## config.mk

```make
export PLATFORM = sky130hd
export DESIGN_NAME = ascii_hex_frame_encoder
export DESIGN_NICKNAME = d
export VERILOG_FILES = /design/src/sv/ahfe_pkg.sv /design/src/sv/ahfe_build.sv /design/src/sv/ahfe_serial.sv /design/src/sv/ascii_hex_frame_encoder.sv
export SDC_FILE = /design/constraint.sdc
export NUM_CORES = 1
export LEC_CHECK = 0
export CAP_MARGIN = 20
export CORE_MARGIN = 3
export CORE_UTILIZATION = 59
export DETAILED_ROUTE_END_ITERATION = 6
export DONT_BUFFER_PORTS = 1
export PLACE_DENSITY = 0.87
export SYNTH_ARGS = -nofsm -noshare
export SYNTH_HDL_FRONTEND = slang
export SYNTH_SLANG_ARGS = --single-unit
```

## constraint.sdc

```tcl
create_clock -name i_clk -period 6.35 [get_ports i_clk]
set_input_delay 1.27 -clock i_clk [delete_from_list [all_inputs] [get_ports i_clk]]
set_output_delay 1.27 -clock i_clk [all_outputs]
set_load 0.005 [all_outputs]
```

## src/sv/ahfe_pkg.sv

```systemverilog
// ----------------------------------------------------------------------------
// ahfe_pkg
// Shared types, constants and the hex digit helper of the ASCII frame encoder.
// ----------------------------------------------------------------------------
package ahfe_pkg;

    localparam int FRAG_MAX = 15;
    localparam int CNT_W    = 4;

    localparam logic [7:0] CHAR_CR   = 8'h0D;
    localparam logic [7:0] CHAR_LF   = 8'h0A;
    localparam logic [7:0] CHAR_ZERO = 8'h30;
    localparam logic [7:0] CHAR_A    = 8'h41;

    typedef enum logic [1:0] {
        CFG_POLL  = 2'd0,
        CFG_TOKEN = 2'd1,
        CFG_USER  = 2'd2
    } t_cfg_idx;

    typedef struct packed {
        logic [7:0] poll;
        logic [7:0] token;
        logic [7:0] user;
    } t_cfg;

    // Characters produced by one input item, first character in entry 0.
    typedef struct packed {
        logic [FRAG_MAX-1:0][7:0] ch;
        logic [CNT_W-1:0]         cnt;
        logic                     tail;
    } t_frag;

    function automatic logic [7:0] hex_char(input logic [3:0] v);
        logic [7:0] w;
        w = {4'd0, v};
        if (v > 4'd9) begin
            return w - 8'd10 + CHAR_A;
        end
        return w + CHAR_ZERO;
    endfunction

endpackage

```

## src/sv/ahfe_build.sv

```systemverilog
// ----------------------------------------------------------------------------
// ahfe_build
// Frame state and character list builder: turns one transfer into up to
// fifteen characters and updates checksum and byte count.
// ----------------------------------------------------------------------------
module ahfe_build (
    input  logic           i_clk,
    input  logic           i_rst_n,
    input  logic           i_accept,
    input  ahfe_pkg::t_cfg i_cfg,
    input  logic           i_action,
    input  logic [7:0]     i_hw_dest_addr,
    input  logic [7:0]     i_hw_src_addr,
    input  logic [7:0]     i_msg_type,
    input  logic [7:0]     i_src_node,
    input  logic [7:0]     i_dest_node,
    input  logic [7:0]     i_data_length,
    input  logic [7:0]     i_data_byte,
    output ahfe_pkg::t_frag o_frag
);
    import ahfe_pkg::*;

    logic [7:0]       r_sum;
    logic [7:0]       r_left;
    logic             r_emit;
    logic             r_add;
    logic [7:0]       n_sum;
    logic [7:0]       n_left;
    logic             n_emit;
    logic             n_add;
    logic             short_f;
    logic             close_f;
    logic [CNT_W-1:0] pos;
    t_frag            frag;

    assign short_f = (i_msg_type == i_cfg.poll) || (i_msg_type == i_cfg.token);

    always_comb begin
        n_sum   = r_sum;
        n_left  = r_left;
        n_emit  = r_emit;
        n_add   = r_add;
        frag    = '0;
        pos     = '0;
        close_f = 1'b0;
        if (!i_action) begin
            if (short_f) begin
                n_sum = i_hw_dest_addr + i_hw_src_addr;
            end else begin
                n_sum = i_hw_dest_addr + i_hw_src_addr + i_msg_type
                      + i_src_node + i_dest_node + i_data_length;
            end
            n_add  = !short_f;
            n_emit = (i_msg_type == i_cfg.user);
            frag.ch[0] = i_hw_dest_addr + CHAR_ZERO;
            frag.ch[1] = hex_char(i_hw_src_addr[7:4]);
            frag.ch[2] = hex_char(i_hw_src_addr[3:0]);
            frag.ch[3] = hex_char(i_msg_type[7:4]);
            frag.ch[4] = hex_char(i_msg_type[3:0]);
            if (n_emit) begin
                frag.ch[5]  = hex_char(i_src_node[7:4]);
                frag.ch[6]  = hex_char(i_src_node[3:0]);
                frag.ch[7]  = hex_char(i_dest_node[7:4]);
                frag.ch[8]  = hex_char(i_dest_node[3:0]);
                frag.ch[9]  = hex_char(i_data_length[7:4]);
                frag.ch[10] = hex_char(i_data_length[3:0]);
                n_left = i_data_length;
                pos    = CNT_W'(11);
            end else begin
                n_left = short_f ? 8'd0 : i_data_length;
                pos    = CNT_W'(5);
            end
            close_f = (n_left == 8'd0);
        end else if (r_left != 8'd0) begin
            if (r_add) begin
                n_sum = r_sum + i_data_byte;
            end
            if (r_emit) begin
                frag.ch[0] = hex_char(i_data_byte[7:4]);
                frag.ch[1] = hex_char(i_data_byte[3:0]);
                pos        = CNT_W'(2);
            end
            n_left  = r_left - 8'd1;
            close_f = (n_left == 8'd0);
        end
        if (close_f) begin
            frag.ch[pos]                = hex_char(n_sum[7:4]);
            frag.ch[CNT_W'(pos + 4'd1)] = hex_char(n_sum[3:0]);
            frag.ch[CNT_W'(pos + 4'd2)] = CHAR_CR;
            frag.ch[CNT_W'(pos + 4'd3)] = CHAR_LF;
            pos       = CNT_W'(pos + 4'd4);
            frag.tail = 1'b1;
            n_emit    = 1'b0;
            n_add     = 1'b0;
        end
        frag.cnt = pos;
    end

    always_ff @(posedge i_clk) begin
        if (!i_rst_n) begin
            r_sum  <= '0;
            r_left <= '0;
            r_emit <= 1'b0;
            r_add  <= 1'b0;
        end else if (i_accept) begin
            r_sum  <= n_sum;
            r_left <= n_left;
            r_emit <= n_emit;
            r_add  <= n_add;
        end
    end

    assign o_frag = frag;

endmodule

```

## src/sv/ahfe_serial.sv

```systemverilog
// ----------------------------------------------------------------------------
// ahfe_serial
// Character buffer and output register: sends the built characters one per
// transfer and frees the buffer for the next item on its last character.
// ----------------------------------------------------------------------------
module ahfe_serial (
    input  logic            i_clk,
    input  logic            i_rst_n,
    input  logic            i_accept,
    input  ahfe_pkg::t_frag i_frag,
    output logic            o_ready,
    output logic            o_valid,
    input  logic            i_stall,
    output logic [7:0]      o_char,
    output logic            o_end
);
    import ahfe_pkg::*;

    logic [FRAG_MAX-1:0][7:0] r_buf;
    logic [CNT_W-1:0]         r_cnt;
    logic [CNT_W-1:0]         r_idx;
    logic                     r_tail;
    logic                     r_out_valid;
    logic [7:0]               r_out_char;
    logic                     r_out_end;
    logic                     out_free;
    logic                     buf_has;
    logic                     is_last;
    logic                     move;

    assign out_free = !r_out_valid || !i_stall;
    assign buf_has  = (r_idx != r_cnt);
    assign is_last  = (r_idx == CNT_W'(r_cnt - 4'd1));
    assign move     = out_free && buf_has;
    assign o_ready  = !buf_has || (move && is_last);

    always_ff @(posedge i_clk) begin
        if (!i_rst_n) begin
            r_cnt       <= '0;
            r_idx       <= '0;
            r_out_valid <= 1'b0;
        end else begin
            if (i_accept) begin
                r_cnt <= i_frag.cnt;
                r_idx <= '0;
            end else if (move) begin
                r_idx <= CNT_W'(r_idx + 4'd1);
            end
            if (move) begin
                r_out_valid <= 1'b1;
            end else if (out_free) begin
                r_out_valid <= 1'b0;
            end
        end
    end

    always_ff @(posedge i_clk) begin
        if (i_accept) begin
            r_buf  <= i_frag.ch;
            r_tail <= i_frag.tail;
        end
        if (move) begin
            r_out_char <= r_buf[r_idx];
            r_out_end  <= r_tail && is_last;
        end
    end

    assign o_valid = r_out_valid;
    assign o_char  = r_out_char;
    assign o_end   = r_out_end;

endmodule

```

## src/sv/ascii_hex_frame_encoder.sv

```systemverilog
// ----------------------------------------------------------------------------
// ascii_hex_frame_encoder
// Builds ASCII hex frames with checksum and CR LF from header and data items.
//
//   channel | handshake              | payload
//   in      | i_in_valid/o_in_stall  | action, header fields, data byte
//   out     | o_out_valid/i_out_stall| char_out, frame_end
//   cfg     | i_cfg_we               | i_cfg_index, i_cfg_data
//
// Each item yields 0 to 15 characters, one per cycle from the output
// register while i_out_stall is low: a header 5, 9, 11 or 15, a data byte
// 0, 2, 4 or 6. The next item transfers in the cycle the last character
// of the previous one moves to the output register, set by the one-item
// character buffer; o_in_stall then follows i_out_stall. Reset clears
// checksum state, byte count, buffer and output valid.
// ----------------------------------------------------------------------------
module ascii_hex_frame_encoder (
    input  logic       i_clk,
    input  logic       i_rst_n,
    input  logic       i_cfg_we,
    input  logic [1:0] i_cfg_index,
    input  logic [7:0] i_cfg_data,
    input  logic       i_in_valid,
    output logic       o_in_stall,
    input  logic       i_in_action,
    input  logic [7:0] i_in_hw_dest_addr,
    input  logic [7:0] i_in_hw_src_addr,
    input  logic [7:0] i_in_msg_type,
    input  logic [7:0] i_in_src_node,
    input  logic [7:0] i_in_dest_node,
    input  logic [7:0] i_in_data_length,
    input  logic [7:0] i_in_data_byte,
    output logic       o_out_valid,
    input  logic       i_out_stall,
    output logic [7:0] o_out_char_out,
    output logic       o_out_frame_end
);
    import ahfe_pkg::*;

    t_cfg  r_cfg;
    t_frag frag;
    logic  ready;
    logic  accept;

    assign o_in_stall = !ready;
    assign accept     = i_in_valid && ready;

    always_ff @(posedge i_clk) begin
        if (!i_rst_n) begin
            r_cfg.poll  <= 8'd0;
            r_cfg.token <= 8'd0;
            r_cfg.user  <= 8'd1;
        end else if (i_cfg_we) begin
            case (i_cfg_index)
                CFG_POLL:  r_cfg.poll  <= i_cfg_data;
                CFG_TOKEN: r_cfg.token <= i_cfg_data;
                CFG_USER:  r_cfg.user  <= i_cfg_data;
                default: ;
            endcase
        end
    end

    ahfe_build u_build (
        .i_clk          (i_clk),
        .i_rst_n        (i_rst_n),
        .i_accept       (accept),
        .i_cfg          (r_cfg),
        .i_action       (i_in_action),
        .i_hw_dest_addr (i_in_hw_dest_addr),
        .i_hw_src_addr  (i_in_hw_src_addr),
        .i_msg_type     (i_in_msg_type),
        .i_src_node     (i_in_src_node),
        .i_dest_node    (i_in_dest_node),
        .i_data_length  (i_in_data_length),
        .i_data_byte    (i_in_data_byte),
        .o_frag         (frag)
    );

    ahfe_serial u_serial (
        .i_clk    (i_clk),
        .i_rst_n  (i_rst_n),
        .i_accept (accept),
        .i_frag   (frag),
        .o_ready  (ready),
        .o_valid  (o_out_valid),
        .i_stall  (i_out_stall),
        .o_char   (o_out_char_out),
        .o_end    (o_out_frame_end)
    );

endmodule

```

# Word-level counts from Yosys, hierarchy flattened
# Cells that the tools add are included.
op_classes:
  n_addsub: 56
  n_lt_le_gt_ge: 23
  n_eq_ne: 9
  mux: 109
  bitwise: 7
  n_reduce_logical: 27
ops:
  columns: ["cell", "count"]
  rows:
  - ["two-way mux 8 bit", 44]
  - ["bitwise mux 120 bit", 2]
  - ["demux 8 bit (select 4 bit)", 4]
  - ["adder 8 x 7 -> 8 bit (second input constant)", 14]
  - ["adder 4 x 6 -> 7 bit (second input constant)", 14]
  - ["bitwise AND 90 bit", 1]
  - ["inverter 90 bit", 1]
  - ["two-way mux 88 bit", 1]
  - ["bitwise AND 75 bit", 1]
  - ["inverter 75 bit", 1]
  - ["two-way mux 72 bit", 1]
  - ["subtractor 4 x 4 -> 5 bit (second input constant)", 14]
  - ["greater-than comparator 4 bit (second input constant)", 14]
  - ["adder 8 bit", 6]
  - ["two-way mux 16 bit", 3]
  - ["two-way mux 48 bit", 1]
  - ["two-way mux 1 bit", 47]
  - ["bitwise OR 45 bit", 1]
  - ["binary-select mux 8 bit (select 4 bit)", 1]
  - ["bitwise OR 30 bit", 1]
  - ["less-than comparator 4 x 5 -> 1 bit (second input constant)", 5]
  - ["== test 8 bit", 3]
  - ["greater-or-equal comparator 4 x 1 -> 1 bit (second input constant)", 4]
  - ["logical NOT 8 bit", 2]
  - ["22 further kinds", 45]
totals:
  ff_bits: 181
  in_bits: 72
  output_inout_bits: 11
  elab_cells: 259

# Logic depth before layout (Yosys ltp)
# Gate-level depths: netlist of the first run.
depth:
  word_depth: 17
  depth_mapped: 24
  ltp_nobuf: 22

# Cells and area by module
# From an unflattened synthesis of the first run, not the netlist that was laid out.
unflattened:
  cells_unflattened: 1462
  hier_area_um2: 13900.8
by_module_without_submodules:
  columns: ["mod", "instances", "cells_per_inst", "area_per_inst_um2", "seq_area_each_um2"]
  rows:
  - ["ahfe_build", 1, 1074, 7511.0, 360.3]
  - ["ahfe_serial", 1, 296, 5470.2, 4083.9]
  - ["ascii_hex_frame_encoder", 1, 92, 919.6, 480.5]

# Least setup slack after synthesis of the first run
# No wires, ideal clock.
synth_path:
  path_type: "input to register"
  start: "input i_in_msg_type[1]"
  end: "register u_serial.r_buf[41] (netlist name), data pin"
  setup_ns: 0.270
  arrival_ns: 6.323
  required_time_ns: 6.080
  setup_slack_ns: -0.243
  path_stages: 22
  n_path_buf: 1
  path_cell_list: "buf_2 -> inv_1 -> fa_1 -> fa_1 -> fa_1 -> inv_1 -> ha_1 -> fa_1 -> a21o_1 -> a21oi_1 -> xnor2_1 -> nand2_1 -> a31oi_2 -> inv_1 -> ha_1 -> or2_2 -> nand3_1 -> a21oi_1 -> o21ba_4 -> a21boi_4 -> mux2i_4 -> o211ai_1"
synth_lines:
  columns: ["item", "line_no", "rtl"]
  rows:
  - ["from (decl)", "ascii_hex_frame_encoder.sv:28", "input logic [7:0] i_in_msg_type,"]
  - ["to (signal assigned)", "ahfe_serial.sv:59", "r_buf <= i_frag.ch;"]
  - ["to (decl)", "ahfe_serial.sv:19", "logic [FRAG_MAX-1:0][7:0] r_buf;"]

==> impl_metrics.toml, run 1 <==
[drt]
wl_final_um = 38850
detailedRoute.firstIterationViolations = 1508
remaining_drc_errors = 0
antenna_violating_nets_post_route = 0
wl_per_cell_um = 23.64
vias = 11150
viasPerCell = 6.788
dr.pass1.iters = 7

[clock_tree]
postCtsSetupRepairBufs = 0
cts-resized-gates = 0
htreeDepth = 4
cts_hold_repair.buffers = 0
cts.clk_slew.worst_paths_ps = 70
clock_path_buffers = 2
cts.sinks = 163
clock_tree_from_tritoncts = "done"
worst_skew_pair.late_latency_ps = 450
cts-root-buf = "sky130_fd_sc_hd__clkbuf_16"
cts_inserted_buffers = 17

[floorplan]
initial_utilization = 0.6113
rows = 53
die_w_um = 154.7
fp.dieH_um = 154.7
top_level_ports = 83
dieArea_mm2 = 0.02395
floorplan.core_area_mm2 = 0.02135

[timing]
fin_skew_ps = 11.39
worst_pin_slew_ps = 905.0
max_freq_mhz = 164.6
slew-limit-headroom = 0.3911
totalNegativeSetupSlack_ps = 0
report.final.hold_viol_count = 0
number_of_pins_exceeding_their_max_slew_limit_in_the_final_report = 0
setup-violations-final = 0
final.period_utilization = 0.9568
post-route-min-period_ps = 6076
rsz0062_at_grt = "no"

[layout]
n_antenna_cell = 0
most-common-layout-cells = "sky130_fd_sc_hd__nand2_1 (120), sky130_fd_sc_hd__edfxtp_1 (112), sky130_fd_sc_hd__nor2_1 (104), sky130_fd_sc_hd__inv_1 (99), sky130_fd_sc_hd__ha_1 (88)"
synthToLayoutAreaGrowth_pct = 7.304
multi_input_combinational_cell_area_mm2 = 0.007978
final_layout_size_suffix_gt1_frac = 0.1111
seqCellArea_mm2 = 0.004385
final_net_count = 1537
layout_commonest_cell = "sky130_fd_sc_hd__nand2_1"
fill_cells = 1609

[grt]
grt_antenna_before_repair = 2
grt_overflow = 0
track_usage = 0.3243
grt_start_max_net_pins = 54
first_global_vias = 10780
grt_pass1_wl_um = 60170

[yosys]
synth_largest_area_cell = "sky130_fd_sc_hd__edfxtp_1"
syn-instance-count = 1369
yosys_warnings = 0
synth_edf_count = 112
synth_top_cells_by_area = "sky130_fd_sc_hd__edfxtp_1 (26%), sky130_fd_sc_hd__ha_1 (8.4%), sky130_fd_sc_hd__dfxtp_1 (7.8%), sky130_fd_sc_hd__mux4_2 (4.8%), sky130_fd_sc_hd__xnor2_1 (4.6%)"
synth-main-ff-cell = "sky130_fd_sc_hd__edfxtp_1"
syn-cell-area_mm2 = 0.01305
synth.ff_latch_count = 163
synth_fp_nets = 1551
yosys.cell_types.count = 92
synthArstFlopShare = 0
synth_top_cell_area_share = 0.2576
avgSynthCellArea_um2 = 9.535
seq_area_frac_synth = 0.3359

[placement]
global_placement_routability_congestion = 0.9939
final_hpwl_dp_um = 29090
placement.io_buffers = 0

[min_path]
hold_class = "reg -> reg"

[power]
power.static_leakage_uw = 0.005683
post-layout-total-power_uw = 6091
power.density_mw_per_mm2 = 434.8
peakVddDrop_uv = 329.3

[worst_setup_path]
critical_path.max_fanout = 9
arrival_ps = 6250
critPathLaunchType = "input port"
endpoint_kind = "flip-flop"
worstPathRequired_ps = 6520
path_class = "in -> reg"

[job]
cap_violations = 0

[run_status]
outcome = "finished, final reports clean"
-- registers in the layout (all words and copies together) (netlist names), 4 cells and up --
| name | flops |
|---|---|
| u_serial.r_cnt | 4 |
| u_build.r_left | 8 |
| u_serial.r_buf | 102 |
| r_cfg | 24 |
| u_serial.o_char | 8 |
| u_build.r_sum | 8 |
| u_serial.r_idx | 4 |
-- cells in the mapped netlist, types with 5 or more instances --
| cell | count |
|---|---|
| sky130_fd_sc_hd__a211oi_1 | 11 |
| sky130_fd_sc_hd__a21boi_0 | 7 |
| sky130_fd_sc_hd__a21o_1 | 21 |
| sky130_fd_sc_hd__a21oi_1 | 74 |
| sky130_fd_sc_hd__a22oi_1 | 13 |
| sky130_fd_sc_hd__a31oi_1 | 9 |
| sky130_fd_sc_hd__a32oi_1 | 5 |
| sky130_fd_sc_hd__and2_1 | 9 |
| sky130_fd_sc_hd__and3_1 | 15 |
| sky130_fd_sc_hd__buf_1 | 7 |
| sky130_fd_sc_hd__buf_2 | 15 |
| sky130_fd_sc_hd__clkbuf_1 | 45 |
| sky130_fd_sc_hd__dfxtp_1 | 51 |
| sky130_fd_sc_hd__edfxtp_1 | 112 |
| sky130_fd_sc_hd__fa_1 | 22 |
| sky130_fd_sc_hd__ha_1 | 88 |
| sky130_fd_sc_hd__inv_1 | 103 |
| sky130_fd_sc_hd__mux2i_1 | 34 |
| sky130_fd_sc_hd__mux4_2 | 28 |
| sky130_fd_sc_hd__nand2_1 | 120 |
| sky130_fd_sc_hd__nand2b_1 | 7 |
| sky130_fd_sc_hd__nand3_1 | 31 |
| sky130_fd_sc_hd__nand3b_1 | 11 |
| sky130_fd_sc_hd__nand4_1 | 8 |
| sky130_fd_sc_hd__nor2_1 | 104 |
| sky130_fd_sc_hd__nor2b_1 | 29 |
| sky130_fd_sc_hd__nor3_1 | 27 |
| sky130_fd_sc_hd__nor3b_1 | 9 |
| sky130_fd_sc_hd__nor4_1 | 6 |
| sky130_fd_sc_hd__o211a_1 | 11 |
| sky130_fd_sc_hd__o211ai_1 | 9 |
| sky130_fd_sc_hd__o21ai_0 | 77 |
| sky130_fd_sc_hd__o21ai_1 | 5 |
| sky130_fd_sc_hd__o21bai_1 | 5 |
| sky130_fd_sc_hd__o221ai_1 | 15 |
| sky130_fd_sc_hd__o22ai_1 | 16 |
| sky130_fd_sc_hd__o22ai_2 | 5 |
| sky130_fd_sc_hd__o31ai_1 | 7 |
| sky130_fd_sc_hd__or2_2 | 5 |
| sky130_fd_sc_hd__or3_1 | 6 |
| sky130_fd_sc_hd__xnor2_1 | 69 |
| sky130_fd_sc_hd__xor2_1 | 32 |
-- worst max-delay path, cell delays in order --
cell,delay (ps)
sky130_fd_sc_hd__inv_1,60
sky130_fd_sc_hd__fa_1,550
sky130_fd_sc_hd__fa_1,450
sky130_fd_sc_hd__fa_1,550
sky130_fd_sc_hd__inv_1,50
sky130_fd_sc_hd__ha_1,220
sky130_fd_sc_hd__fa_2,370
sky130_fd_sc_hd__a21o_1,170
sky130_fd_sc_hd__a21oi_1,180
sky130_fd_sc_hd__xnor2_1,140
sky130_fd_sc_hd__nand2_1,110
sky130_fd_sc_hd__a31oi_4,220
sky130_fd_sc_hd__inv_2,90
sky130_fd_sc_hd__ha_1,240
sky130_fd_sc_hd__or2_2,310
sky130_fd_sc_hd__nand3_1,90
sky130_fd_sc_hd__a21oi_1,50
sky130_fd_sc_hd__o21ba_4,270
sky130_fd_sc_hd__a21boi_4,270
sky130_fd_sc_hd__mux2i_4,440
sky130_fd_sc_hd__o21ai_0,150
-- worst paths after layout --
| kind | start | to | slack (ps) | depth (start not counted) |
|---|---|---|---|---|
| setup / recovery | i_in_src_node[1] | u_serial.r_buf[1]$_DFFE_PP_ | 270 | 21 |
| hold / removal | u_build.r_sum[0]$_SDFFE_PN0P_ | u_build.r_sum[0]$_SDFFE_PN0P_ | 490 | 2 |
| setup reg to reg | r_cfg[17]$_SDFFE_PN0P_ | u_serial.r_buf[1]$_DFFE_PP_ | 2210 | 14 |
| hold reg to reg | u_build.r_sum[0]$_SDFFE_PN0P_ | u_build.r_sum[0]$_SDFFE_PN0P_ | 490 | 2 |
-- stage by stage --
stage / utilization / hold slack (ps) / setup WS [ps] / cell area (um^2) / instances
5_1_grt: 0.6560 / 513.9 / 94.50 / 14010 / 1643
2_1_floorplan: - / 455.7 / 4.424 / 13070 / 1369
6_report: 0.6560 / 489.8 / 274.3 / 14010 / 1643
3_3_place_gp: 0.6273 / 477.9 / -14.75 / 13390 / 1610
3_5_place_dp: 0.6273 / 480.6 / -157.9 / 13390 / 1610
4_1_cts: 0.6556 / 491.0 / 330.0 / 14000 / 1642
-- routing by layer --
metal	track usage	wire, um
met5	0	12
met4	0.1543	2109
met3	0.07639	4344
met2	0.5241	18070
met1	0.4128	14310
-- report_power, final --
| part | internal (uW) | total [uW] | switching [uW] |
|---|---|---|---|
| clock network | 566 | 1060 | 493 |
| logic | 1230 | 3180 | 1950 |
| registers | 1660 | 1850 | 192 |
-- kinds of logic (layout without fill, tap and decap cells) --
kind of cell / after synthesis / count (layout) / synth area share
AO/OA/AOI/OAI: 347 / 347 / 0.1872
XOR/XNOR: 106 / 106 / 0.07400
adder cells (fa/ha/maj): 110 / 110 / 0.1181
buffers and inverters: 176 / 175 / 0.05387
flip-flops: 163 / 163 / 0.3359
multiplexers: 66 / 66 / 0.07984
AND/OR/NAND/NOR: 401 / 401 / 0.1512
-- final cells by class --
type                            count  area share
Tap cell                          275     0.02456
Clock buffer                       17     0.03037
Multi-Input combinational cell   1030      0.5695
Sequential cell                   163      0.3131
Clock inverter                     15     0.01286
Inverter                          105     0.02832
Timing Repair Buffer               38     0.02126
Note: power is estimated with default switching activity, not from simulation.
==> run 2, diff against run 1 <==
--- a/config.mk
+++ b/config.mk
@@ -6,7 +6,6 @@
 export NUM_CORES = 1
 export LEC_CHECK = 0
 export CAP_MARGIN = 20
-export CORE_MARGIN = 3
 export CORE_UTILIZATION = 59
 export DETAILED_ROUTE_END_ITERATION = 6
 export DONT_BUFFER_PORTS = 1
==> run 2 against run 1 <==
Final cell count rose by 0.30%. Clock skew shrank 2.1 ps. Critical path depth is the same. First-iteration DRC count down 0.20%. Fmax is 0.44% higher. Register-to-register slack lost 290 ps. Worst setup slack improved by 27 ps. Via count down 0.60%. Final area rose by 0.12%. Clock power about the same. Non-clock buffer count unchanged. Critical path type unchanged.
==> impl_metrics.toml, run 2 (synthesis results as in run 1) <==
[run_status]
outcome = "finished, final reports clean"

[grt]
grt_start_max_net_pins = 52
grt_overflow = 0
grt_pass1_wl_um = 59100
first_global_vias = 10590
track_usage = 0.3506
grt_antenna_before_repair = 2

[power]
power.static_leakage_uw = 0.005687
peakVddDrop_uv = 332.9
power.density_mw_per_mm2 = 438.5
post-layout-total-power_uw = 6150

[layout]
most-common-layout-cells = "sky130_fd_sc_hd__nand2_1 (120), sky130_fd_sc_hd__edfxtp_1 (112), sky130_fd_sc_hd__nor2_1 (104), sky130_fd_sc_hd__inv_1 (99), sky130_fd_sc_hd__ha_1 (88)"
n_antenna_cell = 0
final_layout_size_suffix_gt1_frac = 0.1104
max_ffs_per_register = 102
synthToLayoutAreaGrowth_pct = 7.438
fill_cells = 1668
layout_commonest_cell = "sky130_fd_sc_hd__nand2_1"
final_cell_count_no_fill = 1648
final_net_count = 1537
largest_registers = "u_serial.r_buf (102), r_cfg (24)"
top_register = "u_serial.r_buf"

[drt]
antenna_violating_nets_post_route = 0
dr.pass1.iters = 6
vias = 11090
detailedRoute.firstIterationViolations = 1505
wl_per_cell_um = 23.27
viasPerCell = 6.727
remaining_drc_errors = 0
wl_final_um = 38350

[timing]
slew-limit-headroom = 0.3112
max_freq_mhz = 165.3
fin_skew_ps = 9.323
final.period_utilization = 0.9526
worst_pin_slew_ps = 1026
report.final.hold_viol_count = 0
post-route-min-period_ps = 6049
rsz0062_at_grt = "no"
totalNegativeSetupSlack_ps = 0
number_of_pins_exceeding_their_max_slew_limit_in_the_final_report = 0
setup-violations-final = 0

[worst_setup_path]
worstPathRequired_ps = 6520
path_class = "in -> reg"
critical_path.max_fanout = 9
critPathLaunchType = "input port"
endpoint_kind = "flip-flop"
arrival_ps = 6220

[floorplan]
floorplan.core_area_mm2 = 0.02176
top_level_ports = 83
dieArea_mm2 = 0.02272
die_w_um = 150.7
fp.dieH_um = 150.7
rows = 54
initial_utilization = 0.6000

[clock_tree]
postCtsSetupRepairBufs = 0
cts_inserted_buffers = 17
cts-resized-gates = 0
worst_skew_pair.late_latency_ps = 450
htreeDepth = 4
cts_hold_repair.buffers = 0
cts.clk_slew.worst_paths_ps = 70
cts-root-buf = "sky130_fd_sc_hd__clkbuf_16"
clock_path_buffers = 2
cts.sinks = 163
clock_tree_from_tritoncts = "done"

[placement]
numPlacedInstances = 1615
final_hpwl_dp_um = 28560
placement.io_buffers = 0
global_placement_routability_congestion = 1.011

[job]
cap_violations = 0

[min_path]
hold_class = "reg -> reg"
run 2: cell types whose count changed in the layout (fill, tap and decap cells not counted), sizes merged:
cell    previous run  this run
clkbuf            17        19
clkinv             3         0
bufinv             1         2
run 2: power breakdown:
part / internal [uW] / leakage, uW / switching [uW] / total [uW]
clock: 605 / 0.000292 / 478 / 1080
sequential: 1660 / 0.00150 / 197 / 1860
combinational: 1250 / 0.00389 / 1960 / 3210
total: 3520 / 0.00569 / 2630 / 6150
run 2: critical path, stage by stage:
cell	delay [ps]
sky130_fd_sc_hd__inv_1	120
sky130_fd_sc_hd__fa_1	460
sky130_fd_sc_hd__fa_1	500
sky130_fd_sc_hd__fa_1	550
sky130_fd_sc_hd__inv_1	40
sky130_fd_sc_hd__ha_1	220
sky130_fd_sc_hd__fa_2	370
sky130_fd_sc_hd__a21o_1	170
sky130_fd_sc_hd__a21oi_1	170
sky130_fd_sc_hd__xnor2_1	130
sky130_fd_sc_hd__nand2_1	100
sky130_fd_sc_hd__a31oi_4	210
sky130_fd_sc_hd__inv_2	90
sky130_fd_sc_hd__ha_1	220
sky130_fd_sc_hd__or2_2	310
sky130_fd_sc_hd__nand3_1	90
sky130_fd_sc_hd__a21oi_1	50
sky130_fd_sc_hd__o21ba_4	270
sky130_fd_sc_hd__a21boi_4	270
sky130_fd_sc_hd__mux2i_4	440
sky130_fd_sc_hd__o21ai_0	170
run 2: per-stage QoR:
step	instance area, um^2	worst slack, ps	hold slack, ps	util
after detailed placement	13410	-137.1	491.0	0.6165
after floorplan	13070	4.424	455.7	-
final	14020	301.2	498.8	0.6446
after global routing	14020	37.61	520.6	0.6446
after CTS	14020	333.1	502.5	0.6443
after global placement	13410	-22.25	476.3	0.6162
run 2: final cells by class:
class / count / area (um^2) / area share
multi-input combinational: 1030 / 7978 / 0.5688
sequential: 163 / 4385 / 0.3127
clock buffer: 19 / 442.9 / 0.03158
inverter: 105 / 396.6 / 0.02828
tap: 280 / 350.3 / 0.02498
timing repair buffer: 38 / 310.3 / 0.02213
clock inverter: 13 / 161.4 / 0.01151
run 2: routing by layer:
layer / part of all wire / vias to the layer above / global-route usage / routed length (um)
met1: 0.37 / 5262 / 0.4381 / 14130
met3: 0.12 / 152 / 0.1045 / 4684
met2: 0.46 / 710 / 0.5608 / 17640
met5: 0.00063 / - / 0 / 24
li1: - / 4958 / - / -
met4: 0.049 / 4 / 0.1520 / 1870
run 2: worst paths after layout:
path,startpoint,end,slack (ps),cells after the start
max,i_in_src_node[1],u_serial.r_buf[1]$_DFFE_PP_,300,21
min,u_build.r_sum[0]$_SDFFE_PN0P_,u_build.r_sum[0]$_SDFFE_PN0P_,500,2
max reg2reg,u_build.r_left[0]$_SDFFE_PN0P_,u_serial.r_buf[2]$_DFFE_PP_,1920,11
min reg2reg,u_build.r_sum[0]$_SDFFE_PN0P_,u_build.r_sum[0]$_SDFFE_PN0P_,500,2
